## src/tekd_pkg.sv

```systemverilog
// Package for the terminal escape key decoder: parse modes, key codes, decode result type.
package tekd_pkg;

  // Parse modes of the escape-sequence decoder
  typedef enum logic [2:0] {
    MODE_IDLE = 3'd0,
    MODE_ESC  = 3'd1,
    MODE_BR   = 3'd2,
    MODE_BR2  = 3'd3,
    MODE_NUM  = 3'd4
  } mode_t;

  // Control bytes
  localparam logic [7:0] BYTE_CTRL_C = 8'h03;
  localparam logic [7:0] BYTE_CR     = 8'h0d;
  localparam logic [7:0] BYTE_ESC    = 8'h1b;
  localparam logic [7:0] BYTE_SPACE  = 8'h20;
  localparam logic [7:0] BYTE_LBRACK = 8'h5b;
  localparam logic [7:0] BYTE_TILDE  = 8'h7e;
  localparam logic [7:0] BYTE_ZERO   = 8'h30;
  localparam logic [7:0] BYTE_NINE   = 8'h39;
  localparam logic [7:0] BYTE_UP_A   = 8'h41;
  localparam logic [7:0] BYTE_UP_D   = 8'h44;
  localparam logic [7:0] BYTE_UP_E   = 8'h45;
  localparam logic [7:0] BYTE_UP_Z   = 8'h5a;
  localparam logic [7:0] BYTE_LO_A   = 8'h61;
  localparam logic [7:0] BYTE_LO_Z   = 8'h7a;

  // Event kinds
  localparam logic EV_KEY   = 1'b0;
  localparam logic EV_CLOSE = 1'b1;

  // Key codes
  localparam logic [8:0] KC_RETURN = 9'd256;
  localparam logic [8:0] KC_ESCAPE = 9'd257;
  localparam logic [8:0] KC_UP     = 9'd258;
  localparam logic [8:0] KC_F1     = 9'd262;
  localparam logic [8:0] KC_F6     = 9'd267;
  localparam logic [8:0] KC_F11    = 9'd272;
  localparam logic [8:0] KC_MAX    = 9'd273;

  // VT220 tilde-number ranges
  localparam logic [7:0] NUM_F1_LO  = 8'd11;
  localparam logic [7:0] NUM_F5_HI  = 8'd15;
  localparam logic [7:0] NUM_F6_LO  = 8'd17;
  localparam logic [7:0] NUM_F10_HI = 8'd21;
  localparam logic [7:0] NUM_F11_LO = 8'd23;
  localparam logic [7:0] NUM_F12_HI = 8'd24;
  localparam logic [7:0] NUM_SAT    = 8'd255;

  // One decoded result
  typedef struct packed {
    logic       emit;
    logic       event_kind;
    logic [8:0] key_code;
  } dec_t;

endpackage

```

## src/tekd_if.sv

```systemverilog
// Valid/ready channel interfaces for raw bytes in and key events out.
interface tekd_in_if;
  logic       valid;
  logic       ready;
  logic [7:0] byte_in;

  modport source (output valid, output byte_in, input ready);
  modport sink   (input valid, input byte_in, output ready);
endinterface

interface tekd_out_if;
  logic       valid;
  logic       ready;
  logic       event_kind;
  logic [8:0] key_code;

  modport source (output valid, output event_kind, output key_code, input ready);
  modport sink   (input valid, input event_kind, input key_code, output ready);
endinterface

```

## src/tekd_in_reg.sv

```systemverilog
// Input register stage: holds one raw byte until the decoder takes it.
module tekd_in_reg (
  input  logic       clk,
  input  logic       rst_n,
  tekd_in_if.sink    in_ch,
  input  logic       take,
  output logic       s1_valid,
  output logic [7:0] s1_byte
);
  logic       valid_r;
  logic       valid_nxt;
  logic [7:0] byte_r;
  logic       accept;

  // Free when empty or when the held byte moves on this cycle
  assign in_ch.ready = !valid_r || take;
  assign accept      = in_ch.valid && in_ch.ready;

  always_comb begin
    if (accept) begin
      valid_nxt = 1'b1;
    end else if (take) begin
      valid_nxt = 1'b0;
    end else begin
      valid_nxt = valid_r;
    end
  end

  always_ff @(posedge clk) begin
    if (!rst_n) begin
      valid_r <= 1'b0;
    end else begin
      valid_r <= valid_nxt;
    end
  end

  // Payload, no reset
  always_ff @(posedge clk) begin
    if (accept) begin
      byte_r <= in_ch.byte_in;
    end
  end

  assign s1_valid = valid_r;
  assign s1_byte  = byte_r;
endmodule

```

## src/tekd_decode.sv

```systemverilog
// Combinational decode of one byte against the parse mode and decimal accumulator.
module tekd_decode (
  input  tekd_pkg::mode_t mode,
  input  logic [7:0]      acc,
  input  logic [7:0]      byte_in,
  output tekd_pkg::mode_t mode_nxt,
  output logic [7:0]      acc_nxt,
  output tekd_pkg::dec_t  res
);
  import tekd_pkg::*;

  logic        is_digit;
  logic        is_alnum;
  logic [3:0]  digit;
  logic [11:0] acc_mul;
  logic [11:0] acc_sum;
  logic [8:0]  acc_w;

  assign is_digit = (byte_in >= BYTE_ZERO) && (byte_in <= BYTE_NINE);
  assign is_alnum = is_digit
                 || ((byte_in >= BYTE_UP_A) && (byte_in <= BYTE_UP_Z))
                 || ((byte_in >= BYTE_LO_A) && (byte_in <= BYTE_LO_Z));
  assign digit    = byte_in[3:0];
  assign acc_w    = {1'b0, acc};

  // acc * 10 + digit, saturating at 255
  assign acc_mul = {1'b0, acc, 3'b000} + {3'b000, acc, 1'b0};
  assign acc_sum = acc_mul + {8'd0, digit};

  always_comb begin
    mode_nxt       = mode;
    acc_nxt        = acc;
    res.emit       = 1'b0;
    res.event_kind = EV_KEY;
    res.key_code   = {1'b0, byte_in};

    if (byte_in == BYTE_CTRL_C) begin
      // Close request in any mode
      mode_nxt       = MODE_IDLE;
      res.emit       = 1'b1;
      res.event_kind = EV_CLOSE;
      res.key_code   = 9'd0;
    end else if (byte_in == BYTE_SPACE) begin
      mode_nxt = MODE_IDLE;
      res.emit = 1'b1;
    end else if (byte_in == BYTE_CR) begin
      mode_nxt     = MODE_IDLE;
      res.emit     = 1'b1;
      res.key_code = KC_RETURN;
    end else if (byte_in == BYTE_ESC) begin
      // Second ESC in a row is the escape key itself
      if (mode == MODE_ESC) begin
        res.emit     = 1'b1;
        res.key_code = KC_ESCAPE;
      end else begin
        mode_nxt = MODE_ESC;
      end
    end else begin
      unique case (mode)
        MODE_ESC: begin
          mode_nxt = (byte_in == BYTE_LBRACK) ? MODE_BR : MODE_IDLE;
        end
        MODE_BR: begin
          mode_nxt = MODE_IDLE;
          if ((byte_in >= BYTE_UP_A) && (byte_in <= BYTE_UP_D)) begin
            res.emit     = 1'b1;
            res.key_code = KC_UP + {1'b0, byte_in - BYTE_UP_A};
          end else if (byte_in == BYTE_LBRACK) begin
            mode_nxt = MODE_BR2;
          end else if (is_digit) begin
            mode_nxt = MODE_NUM;
            acc_nxt  = {4'd0, digit};
          end
        end
        MODE_BR2: begin
          mode_nxt = MODE_IDLE;
          if ((byte_in >= BYTE_UP_A) && (byte_in <= BYTE_UP_E)) begin
            res.emit     = 1'b1;
            res.key_code = KC_F1 + {1'b0, byte_in - BYTE_UP_A};
          end
        end
        MODE_NUM: begin
          if (is_digit) begin
            acc_nxt = (acc_sum > {4'd0, NUM_SAT}) ? NUM_SAT : acc_sum[7:0];
          end else begin
            mode_nxt = MODE_IDLE;
            if (byte_in == BYTE_TILDE) begin
              // VT220 numbering, gaps at 16 and 22
              if ((acc >= NUM_F1_LO) && (acc <= NUM_F5_HI)) begin
                res.emit     = 1'b1;
                res.key_code = KC_F1 + acc_w - {1'b0, NUM_F1_LO};
              end else if ((acc >= NUM_F6_LO) && (acc <= NUM_F10_HI)) begin
                res.emit     = 1'b1;
                res.key_code = KC_F6 + acc_w - {1'b0, NUM_F6_LO};
              end else if ((acc >= NUM_F11_LO) && (acc <= NUM_F12_HI)) begin
                res.emit     = 1'b1;
                res.key_code = KC_F11 + acc_w - {1'b0, NUM_F11_LO};
              end
            end
          end
        end
        default: begin
          // Idle: letters and digits pass through
          mode_nxt = MODE_IDLE;
          res.emit = is_alnum;
        end
      endcase
    end
  end
endmodule

```

## src/tekd_out_reg.sv

```systemverilog
// Result register stage: holds one key event until the receiver takes it.
module tekd_out_reg (
  input  logic           clk,
  input  logic           rst_n,
  input  logic           advance,
  input  tekd_pkg::dec_t res,
  output logic           free,
  tekd_out_if.source     out_ch
);
  logic       valid_r;
  logic       valid_nxt;
  logic       kind_r;
  logic [8:0] code_r;
  logic       load;

  assign free = !valid_r || out_ch.ready;
  assign load = advance && res.emit;

  always_comb begin
    if (advance) begin
      valid_nxt = res.emit;
    end else if (out_ch.ready) begin
      valid_nxt = 1'b0;
    end else begin
      valid_nxt = valid_r;
    end
  end

  always_ff @(posedge clk) begin
    if (!rst_n) begin
      valid_r <= 1'b0;
    end else begin
      valid_r <= valid_nxt;
    end
  end

  // Payload, no reset
  always_ff @(posedge clk) begin
    if (load) begin
      kind_r <= res.event_kind;
      code_r <= res.key_code;
    end
  end

  assign out_ch.valid      = valid_r;
  assign out_ch.event_kind = kind_r;
  assign out_ch.key_code   = code_r;
endmodule

```

## src/terminal_escape_key_decoder_top.sv

```systemverilog
// Top level of the terminal escape key decoder: input register, decoder, result register.
//
// Usage:
//   in_ch  (sink)  : one raw terminal byte per item on byte_in.
//   out_ch (source): zero or one key event per input byte, with event_kind
//                    (0 key press, 1 close request) and a 9-bit key_code.
//   Items move on valid && ready at the rising edge of clk.
// Path: a byte accepted into the input register passes the decoder into the
//   result register (two registers: input, then result) and then shows its
//   event on out_ch. Bytes that make no event produce nothing on out_ch.
// Throughput: one byte per cycle while out_ch is not stalled; the parse mode and
//   decimal accumulator are updated in the same cycle the byte passes the decoder,
//   so the next byte sees them at once.
// Reset (rst_n low, synchronous): both stages empty, parse mode idle,
//   accumulator zero.
// Stall: while a result waits with out_ch.ready low, the held input byte
//   waits too and in_ch.ready stays high only while the input register is
//   empty; no item is dropped or repeated.
module terminal_escape_key_decoder_top (
  input  logic       clk,
  input  logic       rst_n,
  tekd_in_if.sink    in_ch,
  tekd_out_if.source out_ch
);
  import tekd_pkg::*;

  logic       s1_valid;
  logic [7:0] s1_byte;
  logic       out_free;
  logic       advance;
  mode_t      mode_r;
  mode_t      mode_nxt;
  logic [7:0] acc_r;
  logic [7:0] acc_nxt;
  dec_t       res;

  // Byte moves from input register through the decoder
  assign advance = s1_valid && out_free;

  tekd_in_reg u_in_reg (
    .clk      (clk),
    .rst_n    (rst_n),
    .in_ch    (in_ch),
    .take     (advance),
    .s1_valid (s1_valid),
    .s1_byte  (s1_byte)
  );

  tekd_decode u_decode (
    .mode     (mode_r),
    .acc      (acc_r),
    .byte_in  (s1_byte),
    .mode_nxt (mode_nxt),
    .acc_nxt  (acc_nxt),
    .res      (res)
  );

  // Parse state, updated only when a byte is consumed
  always_ff @(posedge clk) begin
    if (!rst_n) begin
      mode_r <= MODE_IDLE;
      acc_r  <= 8'd0;
    end else if (advance) begin
      mode_r <= mode_nxt;
      acc_r  <= acc_nxt;
    end
  end

  tekd_out_reg u_out_reg (
    .clk     (clk),
    .rst_n   (rst_n),
    .advance (advance),
    .res     (res),
    .free    (out_free),
    .out_ch  (out_ch)
  );

  // A close event always carries key code zero
  a_close_code: assert property (@(posedge clk) disable iff (!rst_n)
    out_ch.valid && (out_ch.event_kind == EV_CLOSE) |-> (out_ch.key_code == 9'd0))
    else $error("close event with nonzero key code");

  // Key codes stay inside the defined range
  a_code_range: assert property (@(posedge clk) disable iff (!rst_n)
    out_ch.valid |-> (out_ch.key_code <= KC_MAX))
    else $error("key code out of range");

  // Ctrl-C returns the parser to idle
  a_ctrl_c_idle: assert property (@(posedge clk) disable iff (!rst_n)
    advance && (s1_byte == BYTE_CTRL_C) |=> (mode_r == MODE_IDLE))
    else $error("parser not idle after Ctrl-C");

  // A blocked result holds the pending byte and parse state
  a_stall_hold: assert property (@(posedge clk) disable iff (!rst_n)
    s1_valid && out_ch.valid && !out_ch.ready
      |=> s1_valid && $stable(s1_byte) && $stable(mode_r) && $stable(acc_r))
    else $error("pending byte or parse state changed while stalled");

endmodule

```

## src/flat_wrapper.sv

```systemverilog
// flat-port wrapper written by rule: the top's interface ports become plain ports
module terminal_escape_key_decoder_top_flat import tekd_pkg::*;
  (clk, rst_n, in_ch_valid, in_ch_byte_in, in_ch_ready, out_ch_valid, out_ch_event_kind, out_ch_key_code, out_ch_ready);
  tekd_in_if in_ch_i ();
  tekd_out_if out_ch_i ();
  input  logic clk;
  input  logic rst_n;
  input wire logic [$bits(in_ch_i.valid)-1:0] in_ch_valid;
  input wire logic [$bits(in_ch_i.byte_in)-1:0] in_ch_byte_in;
  output wire logic [$bits(in_ch_i.ready)-1:0] in_ch_ready;
  output wire logic [$bits(out_ch_i.valid)-1:0] out_ch_valid;
  output wire logic [$bits(out_ch_i.event_kind)-1:0] out_ch_event_kind;
  output wire logic [$bits(out_ch_i.key_code)-1:0] out_ch_key_code;
  input wire logic [$bits(out_ch_i.ready)-1:0] out_ch_ready;
  assign in_ch_i.valid = in_ch_valid;
  assign in_ch_i.byte_in = in_ch_byte_in;
  assign in_ch_ready = in_ch_i.ready;
  assign out_ch_valid = out_ch_i.valid;
  assign out_ch_event_kind = out_ch_i.event_kind;
  assign out_ch_key_code = out_ch_i.key_code;
  assign out_ch_i.ready = out_ch_ready;
  terminal_escape_key_decoder_top u_core (.clk(clk), .rst_n(rst_n), .in_ch(in_ch_i), .out_ch(out_ch_i));
endmodule
```

## config.mk

```make
export PLATFORM = sky130hd
export DESIGN_NAME = terminal_escape_key_decoder_top_flat
export DESIGN_NICKNAME = d
export VERILOG_FILES = /design/src/tekd_pkg.sv /design/src/tekd_if.sv /design/src/tekd_in_reg.sv /design/src/tekd_decode.sv /design/src/tekd_out_reg.sv /design/src/terminal_escape_key_decoder_top.sv /design/src/flat_wrapper.sv
export SDC_FILE = /design/constraint.sdc
export NUM_CORES = 1
export LEC_CHECK = 0
export BUFFER_PORTS_ARGS = -buffer_cell sky130_fd_sc_hd__buf_2
export CELL_PAD_IN_SITES_DETAIL_PLACEMENT = 1
export CELL_PAD_IN_SITES_GLOBAL_PLACEMENT = 1
export CORE_ASPECT_RATIO = 0.5
export CORE_MARGIN = 2
export CORE_UTILIZATION = 43
export CTS_BUF_LIST = sky130_fd_sc_hd__clkbuf_8
export DETAILED_ROUTE_END_ITERATION = 8
export PLACE_DENSITY = 0.85
export SYNTH_ARGS = -nofsm -noshare
export SYNTH_HDL_FRONTEND = slang
export SYNTH_SLANG_ARGS = --single-unit
```

## constraint.sdc

```tcl
create_clock -name clk -period 2.9 [get_ports clk]
set_clock_uncertainty 0.2 [all_clocks]
set_input_delay 0.58 -clock clk [delete_from_list [all_inputs] [get_ports clk]]
set_output_delay 0.58 -clock clk [all_outputs]
set_load 0.05 [all_outputs]
```

; ---- Yosys cells after proc, flatten, opt, wreduce, memory -nomap -nowiden
; Index checks and enable logic that the tools add are counted.
[word_totals]
register_bits = 31
input_bits = 12
out_inout_bits = 12
wordCells = 124
[op_classes]
addsub = 11
magnitude_cmp = 15
n_eq_ne = 16
muxes = 47
n_bitwise = 4
n_reduce_logical = 23
[ops]
columns = op, n
row1 = 9-bit two-way mux, 10
row2 = 8-bit two-way mux, 6
row3 = "9-bit by 8-bit adder with 9-bit output, first input constant", 5
row4 = "8-bit by 7-bit <= comparator with 1-bit output, second input constant", 4
row5 = 3-bit two-way mux, 9
row6 = 9-bit case mux with 3 select lines, 1
row7 = "9-bit by 5-bit subtractor with 9-bit output, second input constant", 2
row8 = 1-bit two-way mux, 17
row9 = "8-bit by 7-bit == test with 1-bit output, second input constant", 2
row10 = "8-bit by 5-bit >= comparator with 1-bit output, second input constant", 2
row11 = "8-bit by 7-bit >= comparator with 1-bit output, second input constant", 2
row12 = "8-bit by 5-bit <= comparator with 1-bit output, second input constant", 2
row13 = 8-bit case mux with 2 select lines, 1
row14 = 11-bit by 9-bit adder with 12-bit output, 1
row15 = 12-bit by 4-bit adder with 12-bit output, 1
row16 = "12-bit by 8-bit greater-than comparator with 1-bit output, second input constant", 1
row17 = 1-bit logical AND, 11
row18 = 10-bit AND reduction, 1
row19 = 3-bit case mux with 3 select lines, 1
row20 = "9-bit by 4-bit subtractor with 9-bit output, second input constant", 1
row21 = "8-bit by 2-bit == test with 1-bit output, second input constant", 1
row22 = "8-bit by 4-bit == test with 1-bit output, second input constant", 1
row23 = "8-bit by 5-bit == test with 1-bit output, second input constant", 1
row24 = "8-bit by 6-bit == test with 1-bit output, second input constant", 1
row25 = other kinds (19), 32

; ---- Depth between registers and ports, before layout
[logic_depth]
word_depth = 13
depth_mapped = 10
depth_no_buf = 9

; ---- By module
; Synthesis repeated with hierarchy kept, for this count alone.
[hier_totals]
hier_cells = 389
hier_area_um2 = 3226.8
[modules_own_cells]
columns = mod, instances, cells_each, area_per_inst_um2
row1 = tekd_decode, 1, 311, 2097.0
row2 = terminal_escape_key_decoder_top, 1, 50, 480.5
row3 = tekd_out_reg, 1, 15, 351.6
row4 = tekd_in_reg, 1, 13, 297.8

; ---- Worst setup path after synthesis
; Ideal clock, no wire load.
[synth_timing]
kind = flip-flop to flip-flop
from = register u_core.u_in_reg.byte_r[1] (netlist: u_core.u_in_reg.s1_byte[1])
to = register u_core.u_out_reg.kind_r (netlist: u_core.u_out_reg.out_ch.event_kind) (enable)
setup_ns = 0.380
t_arrival_ns = 2.577
path_slack_ns = -0.257
stages_incl_launch_ff = 10
period_less_slack_ns = 3.157
path_cell_list = edfxtp_1 > clkbuf_1 > inv_1 > ha_1 > nor3b_1 > a22oi_1 > o21a_1 > or2_2 > and2_1 > a21oi_1
[synth_between]
elab_chain_len = 10
word_cells_on_any_way = 30
cone_classes = order compare (8) / eq/ne (5) / mux (9) / reduce/logical (8)
[synth_lines]
columns = element, line
row1 = from (decl), tekd_in_reg.sv:12  ; logic [7:0] byte_r;
row2 = from (signal assigned), tekd_in_reg.sv:40  ; byte_r <= in_ch.byte_in;
row3 = 8-bit by 6-bit >= comparator with 1-bit output (tied with other cells), tekd_decode.sv:19  ; assign is_digit = (byte_in >= BYTE_ZERO) && (byte_in <= BYTE_NINE);
row4 = "1-bit logical AND, on equally long branches", "tekd_decode.sv:19, tekd_decode.sv:21"
row5 = 1-bit logical OR, tekd_decode.sv:21  ; || ((byte_in >= BYTE_UP_A) && (byte_in <= BYTE_UP_Z))
row6 = 1-bit logical OR, tekd_decode.sv:22  ; || ((byte_in >= BYTE_LO_A) && (byte_in <= BYTE_LO_Z));
row7 = 1-bit case mux with 4 select lines, tekd_decode.sv:59  ; unique case (mode)
row8 = 1-bit two-way mux, tekd_decode.sv:50  ; end else if (byte_in == BYTE_ESC) begin
row9 = 1-bit two-way mux, tekd_decode.sv:46  ; end else if (byte_in == BYTE_CR) begin
row10 = 1-bit two-way mux, tekd_decode.sv:43  ; end else if (byte_in == BYTE_SPACE) begin
row11 = 1-bit two-way mux *, tekd_decode.sv:37  ; if (byte_in == BYTE_CTRL_C) begin
row12 = 1-bit logical AND *, tekd_out_reg.sv:17  ; assign load = advance && res.emit;
row13 = named net u_core.u_out_reg.load, tekd_out_reg.sv:14  ; logic load;
row14 = to (signal assigned), tekd_out_reg.sv:40  ; kind_r <= res.event_kind;
row15 = to (decl), tekd_out_reg.sv:12  ; logic kind_r;
; The timed path passes the listed nets; every way through them passes the cells marked *.
; A chain may end at the register's enable or synchronous reset.

; ---- Worst setup path after layout
[layout_timing]
from = register u_core.u_in_reg.byte_r[0] (netlist: u_core.u_in_reg.s1_byte[0])
to = register u_core.u_out_reg.code_r[7] (netlist: u_core.u_out_reg.out_ch.key_code[7]) (enable)
[layout_between]
elab_chain_len = 10
word_cells_on_any_way = 30
cone_classes = order compare (8) / eq/ne (5) / mux (9) / reduce/logical (8)
[layout_lines]
columns = element, line
row1 = 8-bit by 6-bit >= comparator with 1-bit output (tied with other cells), tekd_decode.sv:19
row2 = "1-bit logical AND, on equally long branches", "tekd_decode.sv:19, tekd_decode.sv:21"
row3 = 1-bit logical OR, tekd_decode.sv:21
row4 = 1-bit logical OR, tekd_decode.sv:22
row5 = 1-bit case mux with 4 select lines, tekd_decode.sv:59
row6 = 1-bit two-way mux, tekd_decode.sv:50
row7 = 1-bit two-way mux, tekd_decode.sv:46
row8 = 1-bit two-way mux, tekd_decode.sv:43
row9 = 1-bit two-way mux *, tekd_decode.sv:37
row10 = 1-bit logical AND *, tekd_out_reg.sv:17
row11 = named net u_core.u_out_reg.load, tekd_out_reg.sv:14
row12 = to (signal assigned), tekd_out_reg.sv:41  ; code_r <= res.key_code;
row13 = to (decl), tekd_out_reg.sv:13  ; logic [8:0] code_r;
; Marked as above.

==> flow_metrics.py <==
metrics = {
    "run_status": {
        "status": "complete, no violations",
    },
    "synthesis": {
        "yosysMostFrequentCell": "ha_1",
        "avgSynthCellArea_um2": 8.89,
        "synth_edf_count": 18,
        "synth_seq_cells": 31,
        "synth_top_area_cell": "edfxtp_1",
        "synth_common_cells": "ha_1 (28), nor2_1 (22), nand2_1 (21)",
        "netlist_instances": 326,
        "synthSimpleGateAreaFrac_pct": 24.4,
        "ys.warnings.count": 0,
        "synthAdderAreaFrac_pct": 14.2,
        "synth_nets": 368,
        "synth_compound_area_share_pct": 24.4,
        "synth_top_family_by_area": "compound AO/OA/AOI/OAI gates",
        "synth.distinct_cells": 73,
        "synthTopCellsByArea": "edfxtp_1 (19%), ha_1 (12%), dfxtp_1 (9.0%), a21oi_1 (3.5%), nor2_1 (2.8%)",
        "synth_xor_area_share_pct": 3.93,
        "muxShareOfSynthArea_pct": 0.691,
        "yosysTopAreaCellShare_pct": 18.7,
        "async_flop_share_pct": 0,
        "seq_area_frac_synth_pct": 27.6,
        "synth_flop_cell": "edfxtp_1",
        "syn-cell-area_um2": 2900,
    },
    "floorplanning": {
        "core-area_um2": 6600,
        "die_h_um": 62.0,
        "initial_core_util_pct": 43.9,
        "die_width_um": 120,
        "num_rows": 21,
        "ioPinCount": 24,
        "die-area_um2": 7450,
    },
    "clock_network": {
        "clk_latency_ns": 0.29,
        "cts_root_buf": "clkbuf_8",
        "numClockSinks": 31,
        "cts.hold.buffers_added": 0,
        "cts_buffers": 5,
        "cts.reportedPaths.clkPinSlew_ns": 0.07,
        "cts_tree": "yes",
        "post-cts-setup-buffer-count": 0,
        "clk_path_buf_depth": 2,
        "htreeDepth": 2,
    },
    "timing": {
        "rsz0062_at_grt": "true",
        "worst_slew_pin_slew_ns": 0.772,
        "max-slew-margin-rel_pct": 48.3,
        "fin_setup_tns_ns": 0,
        "final-max-slew-violation-count": 0,
        "fmax_mhz": 351,
        "finalHoldViolations": 0,
        "fin_crit_ns": 2.85,
        "finalSetupViolations": 0,
        "finalCritPeriodShare_pct": 98.3,
        "setup_slack_ns": 0.0500,
    },
    "global_routing": {
        "grt_pass1_wl_um": 14000,
        "grt_antenna_before_repair": 0,
        "grt_overflow_total": 0,
        "grt_pass1_vias": 2798,
        "grt_max_degree": 20,
        "grt_use_total_pct": 24.2,
    },
    "place": {
        "portBuffers": 23,
        "hpwlAfterDp_um": 6630,
        "place_congestion": 0.893,
        "dpl_cell_area_um2": 3260,
        "dpl_worst_slack_ns": -0.163,
    },
    "setup_path": {
        "endpoint_kind": "flop",
        "worst-setup-path-type": "reg2reg",
        "worstPathMaxFanout": 10,
        "worst_ep_required_time_ns": 2.70,
        "startpoint_type": "flop",
        "cp_data_arrival_time_ns": 2.65,
    },
    "detailed_routing": {
        "vias": 2827,
        "finalWirelength_um": 9070,
        "drtAntennaViolNets": 0,
        "drt_iter0_markers": 212,
        "remaining_drc_errors": 0,
        "wl_per_cell_um": 19.8,
        "drt_first_pass_iters": 5,
        "avgViaCountPerCell": 6.17,
    },
    "final_layout": {
        "diodes": 0,
        "drive_gt1_share_pct": 24.9,
        "fin_area_um2": 3420,
        "area_growth_pct": 18.0,
        "nets": 407,
        "fin_util_pct": 51.9,
    },
    "job": {
        "drv_cap": 0,
    },
    "power": {
        "powerDensity_nw_per_um2": 294,
        "p_leak_nw": 1.35,
        "vdd_drop_max_uv": 123,
    },
    "min_path": {
        "hp-class": "in2reg",
    },
}
[final timing paths]
path	from	to	slack, ns	depth (start not counted)
worst max-delay path	u_core.u_in_reg.s1_byte[0]	u_core.u_out_reg.out_ch.key_code[7]	0.05	8
worst min-delay path	in_ch_byte_in[0]	u_core.u_in_reg.s1_byte[0]	0.26	1
worst max register to register	u_core.u_in_reg.s1_byte[0]	u_core.u_out_reg.out_ch.key_code[7]	0.05	8
worst min register to register	u_core.mode_r[1]	u_core.mode_r[1]	0.36	2
[cells by family (layout without fill, tap and decap cells)]
| group | after synthesis | count (layout) |
|---|---|---|
| buf+inv | 31 | 71 |
| xor+xnor | 13 | 13 |
| fa+ha+maj | 32 | 32 |
| mux | 2 | 2 |
| compound gates | 94 | 94 |
| simple gates | 123 | 123 |
| flops | 31 | 31 |
[cells in the final DEF (no fill, tap or decap), types with 3 or more instances in the layout]
master / Yosys / final
ha_1: 28 / 26
buf_4: 0 / 24
buf_2: 6 / 23
nor2_1: 22 / 21
nand2_1: 21 / 21
edfxtp_1: 18 / 18
a21oi_1: 20 / 17
nor3_1: 15 / 14
dfxtp_1: 13 / 13
inv_1: 13 / 12
o21ai_0: 16 / 12
a31oi_1: 8 / 8
xnor2_1: 8 / 8
or3_1: 7 / 7
nand2b_1: 7 / 7
nor3b_1: 6 / 6
nor2b_1: 6 / 6
a21o_1: 6 / 6
nand3b_1: 5 / 5
xor2_1: 5 / 5
o311ai_0: 5 / 5
clkbuf_8: 0 / 5
and2_1: 4 / 4
nand3_1: 5 / 4
o21ai_1: 0 / 4
a211oi_1: 4 / 4
a22oi_1: 3 / 3
nor4_1: 3 / 3
or2_2: 3 / 3
[metrics by stage]
| step | hold WS (ns) | std cells | total power [mW] |
|---|---|---|---|
| detailed placement | 0.349 | 450 | 0.663 |
| global route | 0.260 | 458 | 1.04 |
| finish | 0.265 | 458 | 1.01 |
| global placement | 0.319 | 450 | 0.654 |
| floorplan | 0.289 | 326 | 0.607 |
| CTS | 0.265 | 458 | 0.998 |
[state kept, by name, indices dropped and copies added (netlist names)]
register / flops
u_core.u_out_reg.out_ch.key_code: 9
u_core.u_in_reg.s1_byte: 8
u_core.mode_r: 3
u_core.acc_r: 8
u_core.u_in_reg.s1_valid: 1
u_core.u_out_reg.out_ch.valid: 1
u_core.u_out_reg.out_ch.event_kind: 1
[where the power goes]
group / switching, mW / leakage [nW] / total, mW / internal (mW)
sequential: 0.0125 / 0.279 / 0.489 / 0.477
clock: 0.178 / 0.0453 / 0.343 / 0.164
combinational: 0.107 / 1.03 / 0.173 / 0.0662
[final cells by class]
class / instances / area, µm²
Tap cell: 92 / 115
Fill cell: 796 / 3170
Inverter: 13 / 48.8
Clock inverter: 3 / 16.3
Multi-Input combinational cell: 264 / 2030
Clock buffer: 5 / 68.8
Timing Repair Buffer: 50 / 338
Sequential cell: 31 / 801
[worst max-delay path, cell delays in order, from the launching register on]
cell      delay [ns]
edfxtp_1        0.40
buf_4           0.21
ha_1            0.17
or3b_1          0.45
or4_4           0.47
nand3_2         0.14
a31oi_1         0.13
a21oi_4         0.23
buf_12          0.15
[routing by layer]
layer,track usage (%),wire length [µm]
met2,45.5,4470
met3,4.11,427
met1,29.1,3930
met5,0,0
met4,8.74,250
[repair_timing]
action	CTS	global route
pin swaps	0	5
endpoints found under the setup margin	8	22
gates resized for setup	6	17
Power figures use the tool's default switching activity.
